## src/adcavg_pkg.sv

```systemverilog
// ----------------------------------------------------------------------------
// adcavg_pkg
// Shared types and constants for the averaging ADC millivolt converter.
// ----------------------------------------------------------------------------
package adcavg_pkg;

   // Sample and field widths
   localparam int SAMPLE_W      = 12;
   localparam int CAL_W         = 12;
   localparam int AVG_W         = 11;
   localparam int CNT_W         = 10;
   localparam int SUM_W         = 22;
   localparam int MV_W          = 16;
   localparam int CSR_DATA_W    = 12;

   // Ratiometric scale: 3300 * cal fits in 24 bits, scale itself in 12
   localparam int SCALE_W       = 12;
   localparam int SCALE_PROD_W  = 24;

   // Shared divider: widest dividend is scale * channel average
   localparam int DVD_W         = SCALE_W + SUM_W;
   localparam int DVS_W         = SUM_W;
   localparam int STEP_W        = 6;

   // Left-alignment padding for narrower dividends
   localparam int SUM_PAD       = DVD_W - SUM_W;

   localparam logic [STEP_W-1:0] SUM_STEPS   = STEP_W'(SUM_W);
   localparam logic [STEP_W-1:0] MV_STEPS    = STEP_W'(DVD_W);

   // Arithmetic constants
   localparam logic [SCALE_W-1:0]  SUPPLY_MV   = SCALE_W'(3300);
   localparam logic [AVG_W-1:0]    MAX_AVERAGE = AVG_W'(1024);
   localparam logic [MV_W-1:0]     MV_LIMIT    = '1;

   // Register reset values
   localparam logic [CAL_W-1:0]    CAL_RESET   = CAL_W'(1500);
   localparam logic [AVG_W-1:0]    AVG_RESET   = AVG_W'(16);

   // Register indexes
   localparam logic REG_VREF_CAL  = 1'b0;
   localparam logic REG_AVG_COUNT = 1'b1;

   // Divider command
   typedef struct packed {
      logic              start;
      logic [STEP_W-1:0] steps;
   } div_cmd_type;

   // Sequencer states
   typedef enum logic [2:0] {
      ST_IDLE,
      ST_DIV_CH,
      ST_DIV_REF,
      ST_MUL,
      ST_MV_START,
      ST_DIV_MV,
      ST_FINISH
   } state_type;

endpackage

```

## src/adcavg_div.sv

```systemverilog
// ----------------------------------------------------------------------------
// adcavg_div
// Restoring divider, one quotient bit per cycle. The dividend is
// left-aligned; once done pulses, the quotient sits in quotient.
// ----------------------------------------------------------------------------
module adcavg_div
   import adcavg_pkg::*;
(
   input  logic              clock,
   input  logic              reset,
   input  div_cmd_type       cmd,
   input  logic [DVD_W-1:0]  dividend,
   input  logic [DVS_W-1:0]  divisor,
   output logic              done,
   output logic [DVD_W-1:0]  quotient
);

   logic [DVS_W:0]    rem_ff,  rem_in;
   logic [DVD_W-1:0]  quo_ff,  quo_in;
   logic [DVS_W-1:0]  dvs_ff,  dvs_in;
   logic [STEP_W-1:0] cnt_ff,  cnt_in;
   logic              busy_ff, busy_in;
   logic              done_ff, done_in;

   logic [DVS_W:0]    trial;
   logic [DVS_W:0]    diff;
   logic              qbit;

   // One shift-subtract step
   always_comb begin
      trial = {rem_ff[DVS_W-1:0], quo_ff[DVD_W-1]};
      diff  = trial - {1'b0, dvs_ff};
      qbit  = (trial >= {1'b0, dvs_ff});

      rem_in  = rem_ff;
      quo_in  = quo_ff;
      dvs_in  = dvs_ff;
      cnt_in  = cnt_ff;
      busy_in = busy_ff;
      done_in = 1'b0;

      if (cmd.start) begin
         rem_in  = '0;
         quo_in  = dividend;
         dvs_in  = divisor;
         cnt_in  = cmd.steps;
         busy_in = 1'b1;
      end else if (busy_ff) begin
         rem_in = qbit ? diff : trial;
         quo_in = {quo_ff[DVD_W-2:0], qbit};
         cnt_in = cnt_ff - STEP_W'(1);
         if (cnt_ff == STEP_W'(1)) begin
            busy_in = 1'b0;
            done_in = 1'b1;
         end
      end
   end

   // Control registers
   always_ff @(posedge clock) begin
      if (reset) begin
         busy_ff <= 1'b0;
         done_ff <= 1'b0;
         cnt_ff  <= '0;
      end else begin
         busy_ff <= busy_in;
         done_ff <= done_in;
         cnt_ff  <= cnt_in;
      end
   end

   // Datapath registers
   always_ff @(posedge clock) begin
      rem_ff <= rem_in;
      quo_ff <= quo_in;
      dvs_ff <= dvs_in;
   end

   assign done     = done_ff;
   assign quotient = quo_ff;

endmodule

```

## src/adc_average_vref_millivolts.sv

```systemverilog
// ----------------------------------------------------------------------------
// adc_average_vref_millivolts
// Averages channel and internal-reference scans and converts the channel
// average to millivolts against the calibrated reference.
// ----------------------------------------------------------------------------
// Each scan that does not complete a block is absorbed and the next
// scan can follow at once. The scan that completes a block starts a
// result sequence, during which req_stall is high; the result appears on
// rsp_valid as it ends, and the next scan can be taken in that same cycle.
// The sequence is spent in the shared bit-serial divider, which runs three
// divisions in turn (channel sum by count, 22 steps; reference sum by
// count, 22 steps; scaled channel average by reference average, 34
// steps), plus a multiply state, a divider start state and an output
// state, which waits while an earlier result is held by rsp_stall. When
// the reference average is zero the last division and its start state
// are skipped. The scale 3300 * calibration / 4095 is formed by a shift
// and add, off the divider. The result is held in an output register, so
// new scans are taken while it waits on rsp_stall. Write the CSRs (index 0:
// vref calibration, index 1: average count) only while idle.
// ----------------------------------------------------------------------------
module adc_average_vref_millivolts
   import adcavg_pkg::*;
(
   input  logic                  clock,
   input  logic                  reset,

   input  logic                  req_valid,
   output logic                  req_stall,
   input  logic [SAMPLE_W-1:0]   req_channel_sample,
   input  logic [SAMPLE_W-1:0]   req_reference_sample,

   output logic                  rsp_valid,
   input  logic                  rsp_stall,
   output logic [MV_W-1:0]       rsp_millivolts,
   output logic                  rsp_saturated,

   input  logic                  csr_valid,
   output logic                  csr_ready,
   input  logic                  csr_index,
   input  logic [CSR_DATA_W-1:0] csr_data
);

   state_type               state_ff, state_in;
   logic [CAL_W-1:0]        cal_ff;
   logic [AVG_W-1:0]        avg_ff;
   logic [SUM_W-1:0]        ch_sum_ff, ch_sum_in;
   logic [SUM_W-1:0]        ref_sum_ff, ref_sum_in;
   logic [CNT_W-1:0]        cnt_ff, cnt_in;
   logic [SUM_W-1:0]        ch_avg_ff, ch_avg_in;
   logic [SUM_W-1:0]        ref_avg_ff, ref_avg_in;
   logic [SCALE_W-1:0]      scale_ff;
   logic [SCALE_PROD_W-1:0] scale_prod_ff;
   logic [DVD_W-1:0]        mv_prod_ff, mv_prod_in;
   logic                    rsp_valid_ff, rsp_valid_in;
   logic [MV_W-1:0]         rsp_mv_ff, rsp_mv_in;
   logic                    rsp_sat_ff, rsp_sat_in;

   logic [AVG_W-1:0]        eff_count;
   logic [AVG_W-1:0]        cnt_inc;
   logic [SCALE_PROD_W:0]   scale_sum;
   logic                    req_xfer;
   logic                    out_free;
   logic                    quo_over;
   div_cmd_type             div_cmd;
   logic [DVD_W-1:0]        div_dividend;
   logic [DVS_W-1:0]        div_divisor;
   logic                    div_done;
   logic [DVD_W-1:0]        div_quotient;

   adcavg_div u_div (
      .clock    (clock),
      .reset    (reset),
      .cmd      (div_cmd),
      .dividend (div_dividend),
      .divisor  (div_divisor),
      .done     (div_done),
      .quotient (div_quotient)
   );

   // Average count clamped to 1..MAX_AVERAGE
   always_comb begin
      if (avg_ff == '0) begin
         eff_count = AVG_W'(1);
      end else if (avg_ff > MAX_AVERAGE) begin
         eff_count = MAX_AVERAGE;
      end else begin
         eff_count = avg_ff;
      end
   end

   assign req_stall = (state_ff != ST_IDLE);
   assign req_xfer  = req_valid && !req_stall;
   assign cnt_inc   = {1'b0, cnt_ff} + AVG_W'(1);
   assign out_free  = !rsp_valid_ff || !rsp_stall;
   assign quo_over  = |div_quotient[DVD_W-1:MV_W];

   // Divide by 4095 as (x + (x >> 12) + 1) >> 12, exact for x below 4095 * 4096
   assign scale_sum = {1'b0, scale_prod_ff}
                      + {{(SAMPLE_W+1){1'b0}}, scale_prod_ff[SCALE_PROD_W-1:SAMPLE_W]}
                      + (SCALE_PROD_W+1)'(1);

   // Sequencer
   always_comb begin
      state_in     = state_ff;
      ch_sum_in    = ch_sum_ff;
      ref_sum_in   = ref_sum_ff;
      cnt_in       = cnt_ff;
      ch_avg_in    = ch_avg_ff;
      ref_avg_in   = ref_avg_ff;
      mv_prod_in   = mv_prod_ff;
      rsp_valid_in = rsp_valid_ff && rsp_stall;
      rsp_mv_in    = rsp_mv_ff;
      rsp_sat_in   = rsp_sat_ff;
      div_cmd      = '{start: 1'b0, steps: SUM_STEPS};
      div_dividend = {ch_sum_ff, {SUM_PAD{1'b0}}};
      div_divisor  = {{(DVS_W-AVG_W){1'b0}}, eff_count};

      case (state_ff)
         ST_IDLE: begin
            if (req_xfer) begin
               ch_sum_in  = ch_sum_ff + {{(SUM_W-SAMPLE_W){1'b0}}, req_channel_sample};
               ref_sum_in = ref_sum_ff + {{(SUM_W-SAMPLE_W){1'b0}}, req_reference_sample};
               cnt_in     = cnt_inc[CNT_W-1:0];
               if (cnt_inc >= eff_count) begin
                  // channel sum including this scan
                  div_dividend = {ch_sum_in, {SUM_PAD{1'b0}}};
                  div_cmd      = '{start: 1'b1, steps: SUM_STEPS};
                  state_in     = ST_DIV_CH;
               end
            end
         end
         ST_DIV_CH: begin
            div_dividend = {ref_sum_ff, {SUM_PAD{1'b0}}};
            if (div_done) begin
               ch_avg_in = div_quotient[SUM_W-1:0];
               div_cmd   = '{start: 1'b1, steps: SUM_STEPS};
               state_in  = ST_DIV_REF;
            end
         end
         ST_DIV_REF: begin
            if (div_done) begin
               ref_avg_in = div_quotient[SUM_W-1:0];
               state_in   = ST_MUL;
            end
         end
         ST_MUL: begin
            mv_prod_in = {{SUM_W{1'b0}}, scale_ff} * {{SCALE_W{1'b0}}, ch_avg_ff};
            // No division when the reference average is zero
            state_in   = (ref_avg_ff == '0) ? ST_FINISH : ST_MV_START;
         end
         ST_MV_START: begin
            div_dividend = mv_prod_ff;
            div_divisor  = ref_avg_ff;
            div_cmd      = '{start: 1'b1, steps: MV_STEPS};
            state_in     = ST_DIV_MV;
         end
         ST_DIV_MV: begin
            if (div_done) begin
               state_in = ST_FINISH;
            end
         end
         ST_FINISH: begin
            // Saturate on zero reference or oversized quotient
            if (out_free) begin
               rsp_valid_in = 1'b1;
               rsp_sat_in   = (ref_avg_ff == '0) || quo_over;
               rsp_mv_in    = rsp_sat_in ? MV_LIMIT : div_quotient[MV_W-1:0];
               ch_sum_in    = '0;
               ref_sum_in   = '0;
               cnt_in       = '0;
               state_in     = ST_IDLE;
            end
         end
         default: begin
            state_in = ST_IDLE;
         end
      endcase
   end

   // Control and accumulator registers
   always_ff @(posedge clock) begin
      if (reset) begin
         state_ff     <= ST_IDLE;
         ch_sum_ff    <= '0;
         ref_sum_ff   <= '0;
         cnt_ff       <= '0;
         rsp_valid_ff <= 1'b0;
      end else begin
         state_ff     <= state_in;
         ch_sum_ff    <= ch_sum_in;
         ref_sum_ff   <= ref_sum_in;
         cnt_ff       <= cnt_in;
         rsp_valid_ff <= rsp_valid_in;
      end
   end

   // CSR writes
   always_ff @(posedge clock) begin
      if (reset) begin
         cal_ff <= CAL_RESET;
         avg_ff <= AVG_RESET;
      end else if (csr_valid && csr_ready) begin
         case (csr_index)
            REG_VREF_CAL:  cal_ff <= csr_data[CAL_W-1:0];
            REG_AVG_COUNT: avg_ff <= csr_data[AVG_W-1:0];
            default:       cal_ff <= cal_ff;
         endcase
      end
   end

   // Datapath registers
   always_ff @(posedge clock) begin
      ch_avg_ff     <= ch_avg_in;
      ref_avg_ff    <= ref_avg_in;
      scale_ff      <= scale_sum[SAMPLE_W+SCALE_W-1:SAMPLE_W];
      mv_prod_ff    <= mv_prod_in;
      scale_prod_ff <= {{(SCALE_PROD_W-SCALE_W){1'b0}}, SUPPLY_MV}
                       * {{(SCALE_PROD_W-CAL_W){1'b0}}, cal_ff};
      rsp_mv_ff     <= rsp_mv_in;
      rsp_sat_ff    <= rsp_sat_in;
   end

   assign csr_ready      = 1'b1;
   assign rsp_valid      = rsp_valid_ff;
   assign rsp_millivolts = rsp_mv_ff;
   assign rsp_saturated  = rsp_sat_ff;

endmodule
```

## config.mk

```make
export PLATFORM = sky130hd
export DESIGN_NAME = adc_average_vref_millivolts
export DESIGN_NICKNAME = d
export VERILOG_FILES = /design/src/adcavg_pkg.sv /design/src/adcavg_div.sv /design/src/adc_average_vref_millivolts.sv
export SDC_FILE = /design/constraint.sdc
export NUM_CORES = 1
export LEC_CHECK = 0
export BUFFER_PORTS_ARGS = -buffer_cell sky130_fd_sc_hd__buf_4
export CAP_MARGIN = 20
export CORE_MARGIN = 10
export CORE_UTILIZATION = 33
export CTS_CLUSTER_DIAMETER = 120
export DETAILED_ROUTE_END_ITERATION = 8
export PLACE_DENSITY = 0.45
export SYNTH_ARGS = -nofsm -noshare
export SYNTH_HDL_FRONTEND = slang
export SYNTH_SLANG_ARGS = --single-unit
```

## constraint.sdc

```tcl
create_clock -name clock -period 10.9 [get_ports clock]
set_clock_uncertainty 0.05 [all_clocks]
set_input_delay 2.18 -clock clock [delete_from_list [all_inputs] [get_ports clock]]
set_output_delay 2.18 -clock clock [all_outputs]
set_load 0.005 [all_outputs]
```

# After elaboration in Yosys (flattened, before gate mapping)
# Index checks and enable logic that the tools add are counted.
# totals
regBits,296
# classes
add_sub_neg,7
mul,2
magnitude_cmp,3
n_eq_ne,13
n_mux,37
bitwise_logic,2
reduce_logical,22
# ops
op,n
$mux W34,4
$pmux W34 S3,1
$mux W22,4
$pmux W22 S2,2
$add A22 B12 Y22,2
$mul A12 B22 Y34,1
$mux W11,3
$add A24 B1 Y24 const B,1
$add A24 B12 Y24,1
$ge A23 B22 Y1,1
$logic_not A22 Y1,1
$mul A10 B12 Y22 const A,1
$sub A22 B22 Y22,1
$mux W7,3
$pmux W3 S7,1
$pmux W7 S3,1
$mux W10,2
$pmux W10 S2,1
$mux W3,6
$reduce_or A18 Y1,1
$mux W6,2
$add A10 B1 Y11 const B,1
$ge A11 B11 Y1,1
$gt A11 B11 Y1 const B,1
other kinds (21),43

# Depth between registers and ports, before layout
# Gate-level depths: netlist of run 1.
# depth
ltp_word,8
mapped_depth,21
depth_no_buf,20

# By module
# A second synthesis of run 1 with hierarchy kept.
# hier_totals
hier_cells,2692
hier_area_um2,25212.9
# modules_own_cells
mod,n_inst,cells_each,area_each_um2,seq_area_each_um2
adc_average_vref_millivolts,1,2247,20562.2,5154.9
adcavg_div,1,445,4650.7,2282.2

# Worst setup path before layout of run 1
# OpenSTA, ideal clock, no wires.
# synth_path
path_kind,reg2reg
startpoint,register ch_avg_ff[12]
endpoint,register mv_prod_ff[32] (data pin)
setup_time_ns,0.180
t_arrival_ns,5.519
required_ns,10.670
path_slack_ns,5.151
stages_incl_launch_ff,20
path_buffers,1
synth_period_minus_slack_ns,5.749
path_cell_list,edfxtp_1 -> clkbuf_1 -> nand2_1 -> fa_1 -> inv_1 -> fa_1 -> fa_1 -> fa_1 -> inv_1 -> fa_1 -> inv_1 -> ha_1 -> or2_2 -> a21oi_1 -> a21oi_1 -> a221o_1 -> a221oi_1 -> a21oi_1 -> or2_2 -> o311ai_1
# synth_between
elab_chain_cells,1
# synth_rtl
item,line_no,source
start: declaration,adc_average_vref_millivolts.sv:49,"logic [SUM_W-1:0] ch_avg_ff, ch_avg_in;"
start signal: assignment,adc_average_vref_millivolts.sv:213,ch_avg_ff <= ch_avg_in;
$mul A12 B22 Y34,adc_average_vref_millivolts.sv:147,"mv_prod_in = {{SUM_W{1'b0}}, scale_ff} * {{SCALE_W{1'b0}}, ch_avg_ff};"
end signal: assignment,adc_average_vref_millivolts.sv:216,mv_prod_ff <= mv_prod_in;
end: declaration,adc_average_vref_millivolts.sv:53,"logic [DVD_W-1:0] mv_prod_ff, mv_prod_in;"
# No other way between the ends.
# A chain may end at the register's enable or synchronous reset.

# Worst setup path after layout of run 1
# layout_path
startpoint,register scale_ff[3]
endpoint,register mv_prod_ff[33] (data pin)
# layout_between
elab_chain_cells,1
# layout_rtl
item,line_no,source
start: declaration,adc_average_vref_millivolts.sv:51,logic [SCALE_W-1:0] scale_ff;
start signal: assignment,adc_average_vref_millivolts.sv:215,scale_ff <= scale_sum[SAMPLE_W+SCALE_W-1:SAMPLE_W];
$mul A12 B22 Y34,adc_average_vref_millivolts.sv:147,
# No other way between the ends.

==> results by group, run 1 <==
Status
  • Status: finished, final reports clean

Finish
  • Area Overhead vs Synth: 10.64%
  • Commonest non-fill, non-tap cell in the layout: inv_1
  • Final net count: approximately 3,000
  • Most frequent cells in the layout: 352 x inv_1, 321 x nand2_1, 234 x fa_1, 212 x ha_1, 151 x edfxtp_1
  • Final antenna diode count: 0
  • Layout cell share with drive strength beyond 1: 0.06854

Clocking
  • CTS Buf Count: 35
  • Clk root buf: clkbuf_16
  • Clock buffer depth: 3
  • Post CTS Setup Buffer Count: 0
  • Htree depth: 2
  • Sink Count: between 200 and 300
  • Clock input transition at the sequential cells of the worst setup and hold paths: approximately 60 ps
  • Clk_lat worst skew: approximately 560 ps
  • CTS resizes: 0
  • CTS tree: built
  • Hold Buf Count CTS: 0

Logic synthesis
  • Flops & latches, synth: slightly below 300
  • Post-synth cell types: 69
  • Post-synth EDFFs: between 150 and 200
  • Dominant cells by area after synthesis: fa_1 19%, edfxtp_1 19%, dfxtp_1 12%, ha_1 11%, inv_1 5.5%
  • Syn_area_per_cell: approximately 9.6 µm²
  • Syn nets: 3,020
  • Area of the mapped netlist: approximately 0.024 mm²
  • Register area share after synthesis: 0.3069
  • Ys Warns: 0
  • Asr flop ratio synth: 0
  • Mapped Cells: 2,532
  • Synth Flop Type: edfxtp_1
  • Largest area contributor in the netlist: fa_1
  • Synth top area share: 0.1933

Detailed routing
  • Avg WL per Cell: between 15 and 20 µm
  • DRC Markers: 0
  • Final ANT Viol Nets: 0
  • Routed WL: between 60 and 70 mm
  • Via count: 17,856
  • TritonRoute pass-1 iters: 7
  • Initial drt markers: around 1,100
  • Number of vias per cell: about 5

Job
  • Max cap viols: 0

Critical path
  • CP Data Required Time: between 10,000 and 15,000 ps
  • Kind of launch point of the worst setup path: register
  • Crit path kind: register to register
  • Critical path data arrival time: a little over 7000 ps
  • Setup crit end kind: register
  • Worst-path fanout max: 22
  • R2r startpoint: scale_ff[3]$_DFF_P_
  • Critical Path Start: scale_ff[3]$_DFF_P_

Timing
  • Setup TNS: 0 ps
  • Pins Over Slew Limit: 0
  • Final period util: 0.6352
  • Tmin final: between 6000 and 7000 ps
  • Tightest Pin Transition: around 1100 ps
  • Final Hold Fails: 0
  • RSZ-0062 raised after global routing: false
  • Rel. slew slack: 0.2714
  • Final setup fails: 0
  • Achievable Freq: around 140 MHz

Die
  • IO Pins: 62
  • Row Count: 99
  • Die height: around 290 µm
  • Initial core utilization: 0.3327
  • Die Wd: around 290 µm
  • Core footprint: ~0.073 mm²
  • Die area: approximately 0.085 mm²

Global route
  • Tot GR Track Use: 0.1545
  • Residual overflow from global routing: 0
  • Initial antenna violation count: 1
  • Vias in the first global route: ~19,000
  • First-pass GRT wire length: 105.3 mm
  • Largest net degree at the start of global routing: 83

Hold path
  • Worst hold path startpoint: cal_ff[1]$_SDFFE_PP0P_
  • Min-Delay Path Class: register to register

Placed design
  • Final HPWL DP: slightly above 50 mm
  • IO Port Bufs: 60
  • Placer Congestion: roughly 0.82
worst paths after layout:
kind	endpoint	slack [ps]	cells after the start
max	mv_prod_ff[33]$_DFFE_PN_	3980	18
max reg2reg	mv_prod_ff[33]$_DFFE_PN_	3980	18
min	scale_prod_ff[3]$_DFF_P_	370	0
min reg2reg	scale_prod_ff[3]$_DFF_P_	370	0
critical path: stages (launching register included):
cell and delay, ps:
dfxtp_1 1010, nand2_1 220, fa_1 550, fa_1 510
inv_1 50, fa_1 450, fa_1 520, inv_1 50
fa_1 470, inv_1 40, ha_1 310, a21o_1 220
a221o_1 340, a31oi_1 520, o211a_1 280, o21ai_0 170
a311oi_1 520, o41ai_1 180, xnor2_1 150
through the flow:
stage | instances | utilization | setup slack, ps | instance area [µm²] | hold slack, ps
after floorplan | 2532 | - | 5151 | 24230 | 321.5
after global routing | 3527 | 0.3681 | 3730 | 26810 | 387.8
after CTS | 3525 | 0.3676 | 4051 | 26780 | 372.5
final | 3527 | 0.3681 | 3976 | 26810 | 369.6
after detailed placement | 3461 | 0.3522 | 4096 | 25650 | 364.4
after global placement | 3460 | 0.3521 | 4267 | 25640 | 365.1
routing by layer:
metal	up-vias	routed length, µm	part of all wire	track usage
met2	352	32700	0.50	0.2702
met3	63	2735	0.041	0.02096
met5	-	13	0.00020	0
met1	8919	29650	0.45	0.2016
li1	8520	-	-	-
met4	2	886	0.013	0.02804
layout make-up:
| type | instances | area (µm²) |
|---|---|---|
| fill | 7386 | 46020 |
| clock inverter | 20 | 193.9 |
| timing repair buffer | 82 | 635.6 |
| tap | 959 | 1200 |
| sequential | 296 | 7437 |
| multi-input combinational | 1773 | 15090 |
| clock buffer | 44 | 930.9 |
| inverter | 353 | 1325 |
sequential cells by signal (all words and copies together) (netlist names), 3 cells and up:
signal	flops
cnt_ff	10
u_div.cnt_ff	6
u_div.dvs_ff	22
cal_ff	12
u_div.quotient	34
u_div.rem_ff	22
avg_ff	11
mv_prod_ff	34
ref_sum_ff	22
scale_ff	12
state_ff	3
ch_avg_ff	22
ref_avg_ff	22
rsp_millivolts	16
ch_sum_ff	22
scale_prod_ff	22
cells by family (layout without fill, tap and decap cells):
logic type	count (synthesis)	after routing	synth area share
muxes	21	21	0.008829
xor gates and xnor gates	113	113	0.04084
adders and majority gates	446	446	0.3028
DFF	296	296	0.3069
buffers and inverters	463	499	0.07208
AOI/OAI and AO/OA	449	449	0.1232
other	1	1	0.0001547
and+or+nand+nor	743	743	0.1452
Yosys cell counts, drive strengths merged (15+ instances only):
cell    count
nand2     321
o21ai      84
ha        212
a31oi      28
nand4      15
o21a       19
nor3       25
or3        20
a22oi      28
inv       353
xor2       39
a222oi     15
a21o       32
or2        23
and2       98
nor2b      15
nor2      125
clkbuf    101
a21oi     124
edfxtp    151
xnor2      74
mux2i      18
fa        234
nand3      27
and3       20
dfxtp     145
Power of run 1 is left out: the tool's default activity adds up to more than one toggle a clock period on the data nets, which glitch-free logic cannot reach.
==> run 2, diff against run 1 <==
==> constraint.sdc (replaced) <==
create_clock -name clock -period 6.7 [get_ports clock]
set_clock_uncertainty 0.05 [all_clocks]
set_input_delay 1.34 -clock clock [delete_from_list [all_inputs] [get_ports clock]]
set_output_delay 1.34 -clock clock [all_outputs]
set_load 0.005 [all_outputs]
==> run 2 against run 1 <==
Setup slack worse by 3800 ps. Sequential share of layout area shrank 0.17 points. Global-route usage grew 0.22 points.
==> results by group, run 2 (synthesis gave the netlist of run 1 again) <==
Status
  • Status: finished, final reports clean

Timing
  • Final Hold Fails: 0 (unchanged)
  • Tightest Pin Transition: 1038 ps (-54.90 ps)
  • Achievable Freq: 154.3 MHz (+6.9%)
  • RSZ-0062 raised after global routing: false
  • Final setup fails: 0 (unchanged)
  • Pins Over Slew Limit: 0 (unchanged)
  • Final period util: 0.9671 (+0.3319)
  • Setup TNS: 0 ps (unchanged)
  • Rel. slew slack: 0.3080 (+0.03660)
  • Tmin final: 6480 ps (-444.2 ps)

Critical path
  • CP Data Required Time: 6940 ps (-4180 ps)
  • Worst-path fanout max: 14 (-36%)
  • FF-to-FF path depth: 18 (unchanged)
  • Critical path data arrival time: 6720 ps (-420 ps)
  • Kind of launch point of the worst setup path: register
  • Setup crit end kind: register
  • R2R setup slack: 220 ps (-3760 ps)
  • Crit path kind: register to register
  • Worst flop-to-flop path endpoint: mv_prod_ff[33]$_DFFE_PN_
  • R2r startpoint: scale_ff[10]$_DFF_P_

Detailed routing
  • Initial drt markers: 1,070 (-2.1%)
  • Final ANT Viol Nets: 0 (unchanged)
  • Avg WL per Cell: 18.90 µm (+1.0%)
  • TritonRoute pass-1 iters: 5 (-2)
  • Routed WL: 67.16 mm (+1.8%)
  • DRC Markers: 0 (unchanged)
  • Number of vias per cell: 5.036 (-0.53%)
  • Via count: 17,892 (+0.20%)

Finish
  • Area Overhead vs Synth: 11.43%
  • Final net count: 3,055 (+0.86%)
  • Most frequent cells in the layout: 352 x inv_1, 321 x nand2_1, 234 x fa_1, 212 x ha_1, 151 x edfxtp_1
  • Fillers: 7,402 (+0.22%)
  • Layout cell share with drive strength beyond 1: 0.08096 (+0.01242)
  • Final antenna diode count: 0 (unchanged)
  • Commonest non-fill, non-tap cell in the layout: inv_1

Placed design
  • Final HPWL DP: 52.20 mm (+3.7%)
  • IO Port Bufs: 60 (unchanged)
  • Placer Congestion: 0.8386 (+2.4%)

Global route
  • Residual overflow from global routing: 0 (unchanged)
  • Largest net degree at the start of global routing: 83 (unchanged)
  • First-pass GRT wire length: 106.0 mm (+0.66%)
  • Tot GR Track Use: 0.1567 (+0.002185)
  • Vias in the first global route: 18,541 (-0.39%)
  • Initial antenna violation count: 0 (-1)

Hold path
  • Hold endpoint: scale_prod_ff[3]$_DFF_P_
  • WHS Path Cells: 0 (unchanged)
  • Min-Delay Path Class: register to register
  • Worst hold path startpoint: cal_ff[1]$_SDFFE_PP0P_

Clocking
  • Clk root buf: clkbuf_16
  • Htree depth: 2 (unchanged)
  • CTS tree: built
  • Clk_lat worst skew: 550 ps (about the same)
  • CTS Buf Count: 36 (+2.9%)
  • Clock buffer depth: 3 (unchanged)
  • Clock input transition at the sequential cells of the worst setup and hold paths: 60 ps (about the same)
  • Sink Count: 296 (unchanged)
  • Post CTS Setup Buffer Count: 0 (unchanged)

Die
  • IO Pins: 62 (unchanged)
  • Row Count: 99 (unchanged)
  • Die height: 291.0 µm (unchanged)
  • Die Wd: 291.0 µm (unchanged)
  • Core footprint: 0.07283 mm² (unchanged)
  • Die area: 0.08467 mm² (unchanged)
  • Initial core utilization: 0.3327 (unchanged)

Job
  • Max cap viols: 0 (unchanged)
run 2: area by class of cell:
type | instances | area (µm²) | area share
multi-input cells | 1773 | 15090 | 0.5588
flip-flops and latches | 296 | 7443 | 0.2757
inverters | 353 | 1325 | 0.04907
well taps | 959 | 1200 | 0.04444
clock buffers | 45 | 954.7 | 0.03536
repair buffers | 107 | 830.8 | 0.03077
clock inverters | 20 | 158.9 | 0.005885
run 2: critical path, cell delays in order (launching register included):
cell and delay (ps):
dfxtp_1 720, buf_4 280, and2_1 160, fa_1 440
fa_1 530, fa_1 430, fa_1 490, inv_1 50
fa_1 470, inv_1 40, ha_1 310, a21o_1 230
a221o_1 350, a31oi_1 340, o211a_1 270, o21ai_0 190
a311oi_1 550, o41ai_1 180, xnor2_1 150
run 2: what timing repair did:
| item | 4_1_cts | 5_1_grt |
|---|---|---|
| hold buffers | 0 | 0 |
| resized for setup | 0 | 5 |
| setup endpoints to repair | 0 | 4 |
run 2: routing by layer:
| layer | vias to the layer above | share of wire | GRT usage |
|---|---|---|---|
| met5 | - | 0 | 0 |
| met4 | 0 | 0.018 | 0.03370 |
| met3 | 64 | 0.031 | 0.01777 |
| met2 | 268 | 0.50 | 0.2767 |
| met1 | 8994 | 0.45 | 0.2026 |
| li1 | 8566 | - | - |
run 2: metrics by stage:
step | hold WS (ps) | util | worst slack (ps) | instances | area, µm²
after global placement | 392.6 | 0.3546 | 257.4 | 3484 | 25820
after global routing | 408.9 | 0.3707 | 2.725 | 3553 | 27000
final | 388.8 | 0.3707 | 220.3 | 3553 | 27000
after CTS | 406.6 | 0.3700 | 156.6 | 3550 | 26950
after floorplan | 321.5 | - | 951.2 | 2532 | 24230
after detailed placement | 393.2 | 0.3547 | 188.5 | 3485 | 25830
run 2: worst max-delay path by stage:
stage                            start                       end  slack [ps]  cells after the start
6_report          scale_ff[10]$_DFF_P_  mv_prod_ff[33]$_DFFE_PN_         220                     18
5_1_grt           scale_ff[10]$_DFF_P_  mv_prod_ff[33]$_DFFE_PN_           3                     18
4_1_cts            scale_ff[7]$_DFF_P_  mv_prod_ff[33]$_DFFE_PN_         160                     18
3_5_place_dp       scale_ff[8]$_DFF_P_  mv_prod_ff[32]$_DFFE_PN_         190                     18
3_3_place_gp       scale_ff[7]$_DFF_P_  mv_prod_ff[33]$_DFFE_PN_         260                     18
2_1_floorplan  ch_avg_ff[12]$_DFFE_PP_  mv_prod_ff[32]$_DFFE_PN_         950                     19
Power of run 2 is left out for the same reason.
==> run 3, diff against run 2 <==
--- a/config.mk
+++ b/config.mk
@@ -8,10 +8,10 @@
 export BUFFER_PORTS_ARGS = -buffer_cell sky130_fd_sc_hd__buf_4
 export CAP_MARGIN = 20
 export CORE_MARGIN = 10
-export CORE_UTILIZATION = 33
+export CORE_UTILIZATION = 45
 export CTS_CLUSTER_DIAMETER = 120
 export DETAILED_ROUTE_END_ITERATION = 8
-export PLACE_DENSITY = 0.45
+export PLACE_DENSITY = 0.58
 export SYNTH_ARGS = -nofsm -noshare
 export SYNTH_HDL_FRONTEND = slang
 export SYNTH_SLANG_ARGS = --single-unit
==> run 3 against run 2 <==
The flow now finishes with violations (design-rule violations). Sequential share of layout area increased by 0.26 points. Die area is 25% lower. Fmax up 2.3%. Hold slack worse by 2.5 ps. Sequential cell count did not move. Clock-buffer cell count up 3. Global-route usage grew 4.4 points. Critical path depth increased by 1. Register-to-register slack improved by 150 ps. Cell count fell by 7.5%. Setup slack gained 150 ps. Non-clock buffer count increased by 4.
==> results by group, run 3 (synthesis gave the netlist of run 1 again) <==
Finish
  • Most frequent cells in the layout: 352 x inv_1, 321 x nand2_1, 234 x fa_1, 212 x ha_1, 151 x edfxtp_1
  • Commonest non-fill, non-tap cell in the layout: inv_1
  • Area Overhead vs Synth: 10.39%
  • Layout cell share with drive strength beyond 1: 0.08247 (+0.001510)
  • Final net count: 3,057 (+0.065%)
  • Fillers: 4,884 (-34%)
  • Non-filler cells, final: 3,285 (-7.5%)
  • Fin area: 0.02675 mm² (-0.93%)

Detailed routing
  • Initial drt markers: 1,481 (+38%)
  • Number of vias per cell: 5.516 (+9.5%)
  • Avg WL per Cell: 19.15 µm (+1.3%)
  • Via count: 18,120 (+1.3%)
  • DRC Markers: 2 (+2)
  • TritonRoute pass-1 iters: 9 (+4)
  • Routed WL: 62.90 mm (-6.3%)
  • Final ANT Viol Nets: 0 (unchanged)

Critical path
  • R2R setup slack: 370 ps (+150 ps)
  • Worst-path fanout max: 11 (-3)
  • Crit path kind: register to register
  • FF-to-FF path depth: 19 (+1)
  • CP Data Required Time: 6930 ps (about the same)
  • R2r startpoint: scale_ff[10]$_DFF_P_
  • Setup crit end kind: register
  • Critical path data arrival time: 6560 ps (-160 ps)
  • Worst flop-to-flop path endpoint: mv_prod_ff[33]$_DFFE_PN_
  • Kind of launch point of the worst setup path: register

Hold path
  • Hold endpoint: scale_prod_ff[3]$_DFF_P_
  • Worst hold path startpoint: cal_ff[1]$_SDFFE_PP0P_
  • Min-Delay Path Class: register to register
  • WHS Path Cells: 0 (unchanged)

Die
  • Die area: 0.06353 mm² (-25%)
  • Initial core utilization: 0.4575 (+0.1248)
  • Row Count: 84 (-15%)
  • Die height: 252.1 µm (-13%)
  • Core footprint: 0.05297 mm² (-27%)
  • Die Wd: 252.1 µm (-13%)
  • IO Pins: 62 (unchanged)

Placed design
  • Final HPWL DP: 48.67 mm (-6.8%)
  • Placed instance count: 3,214 (-7.8%)
  • Area post-placement: 0.02550 mm² (-1.3%)
  • IO Port Bufs: 60 (unchanged)
  • Placer Congestion: 0.9073 (+8.2%)

Global route
  • Initial antenna violation count: 2 (+2)
  • Residual overflow from global routing: 0 (unchanged)
  • Tot GR Track Use: 0.2002 (+0.04351)
  • Largest net degree at the start of global routing: 83 (unchanged)
  • Vias in the first global route: 18,577 (+0.19%)
  • First-pass GRT wire length: 102.2 mm (-3.6%)

Clocking
  • Hold Buf Count CTS: 0 (unchanged)
  • Sink Count: 296 (unchanged)
  • CTS Buf Count: 34 (-5.6%)
  • Clk root buf: clkbuf_16
  • Clock buffer depth: 3 (unchanged)
  • Clk_lat worst skew: 540 ps (about the same)
  • Htree depth: 2 (unchanged)
  • Clock input transition at the sequential cells of the worst setup and hold paths: 60 ps (about the same)
  • CTS tree: built

Timing
  • Setup TNS: 0 ps (unchanged)
  • Tmin final: 6333 ps (-147.1 ps)
  • Final period util: 0.9452 (-0.02196)
  • Achievable Freq: 157.9 MHz (+2.3%)
  • Tightest Pin Transition: 1092 ps (+53.65 ps)
  • Hold Slack: 386.2 ps (-2.539 ps)
  • Pins Over Slew Limit: 0 (unchanged)
  • RSZ-0062 raised after global routing: false
  • Final setup fails: 0 (unchanged)
  • Final Hold Fails: 0 (unchanged)
  • Rel. slew slack: 0.2705 (-0.03750)

Job
  • Max cap viols: 0 (unchanged)

Status
  • Status: complete, but fails checks
  • Failing checks: design-rule violations
run 3: cell types whose count changed in the layout (fill, tap and decap cells not counted), sizes merged:
cell | before | now
buf | 107 | 111
bufinv | 1 | 3
clkbuf | 45 | 48
clkinv | 15 | 5
clkinvlp | 0 | 3
diode | 0 | 2
inv | 357 | 356
run 3: worst max path at each step:
stage / cells past startpoint / from / endpoint / slack (ps)
floorplan: 19 / ch_avg_ff[12]$_DFFE_PP_ / mv_prod_ff[32]$_DFFE_PN_ / 950
global placement: 19 / scale_ff[5]$_DFF_P_ / mv_prod_ff[33]$_DFFE_PN_ / 450
detailed placement: 19 / scale_ff[5]$_DFF_P_ / mv_prod_ff[33]$_DFFE_PN_ / 280
CTS: 19 / scale_ff[5]$_DFF_P_ / mv_prod_ff[33]$_DFFE_PN_ / 260
global route: 18 / scale_ff[3]$_DFF_P_ / mv_prod_ff[33]$_DFFE_PN_ / 5
finish: 19 / scale_ff[10]$_DFF_P_ / mv_prod_ff[33]$_DFFE_PN_ / 370
run 3: final cells by class:
class | count | area (µm²) | share of cell area
Clock inverter | 14 | 175.2 | 0.006548
Antenna cell | 2 | 5.005 | 0.0001871
Clock buffer | 48 | 1007 | 0.03765
Sequential cell | 296 | 7443 | 0.2782
Inverter | 353 | 1325 | 0.04953
Multi-Input combinational cell | 1773 | 15090 | 0.5642
Tap cell | 688 | 860.8 | 0.03218
Timing Repair Buffer | 111 | 840.8 | 0.03143
run 3: routing by layer:
| metal | share of wire | wire length [µm] | vias up | GRT usage |
|---|---|---|---|---|
| met5 | 0 | 0 | - | 0 |
| li1 | - | - | 8575 | - |
| met2 | 0.50 | 31420 | 427 | 0.3481 |
| met3 | 0.044 | 2782 | 84 | 0.02272 |
| met4 | 0.019 | 1211 | 0 | 0.04829 |
| met1 | 0.44 | 27490 | 9034 | 0.2622 |
run 3: repair_timing:
action                     CTS  global route
setup endpoints to repair    0             2
gates resized for setup      0             5
buffers inserted             0             5
run 3: critical path, stage by stage, from the launching register on:
cell and delay (ps):
dfxtp_1 600, buf_4 250, nand2_1 80, fa_1 530, fa_1 500, inv_1 50
fa_1 390, fa_1 510, inv_1 50, fa_1 470, inv_1 40, ha_1 310
a21o_1 220, a221o_1 350, a31oi_1 370, o211a_1 280, o21ai_0 190, a311oi_1 500
o41ai_1 190, xnor2_1 150
run 3: per-stage QoR:
step	util	worst slack [ps]
global placement	0.4814	451.6
CTS	0.5037	256.1
finish	0.5050	367.4
floorplan	-	951.2
detailed placement	0.4814	276.9
global route	0.5049	5.295
Power of run 3 is left out for the same reason.
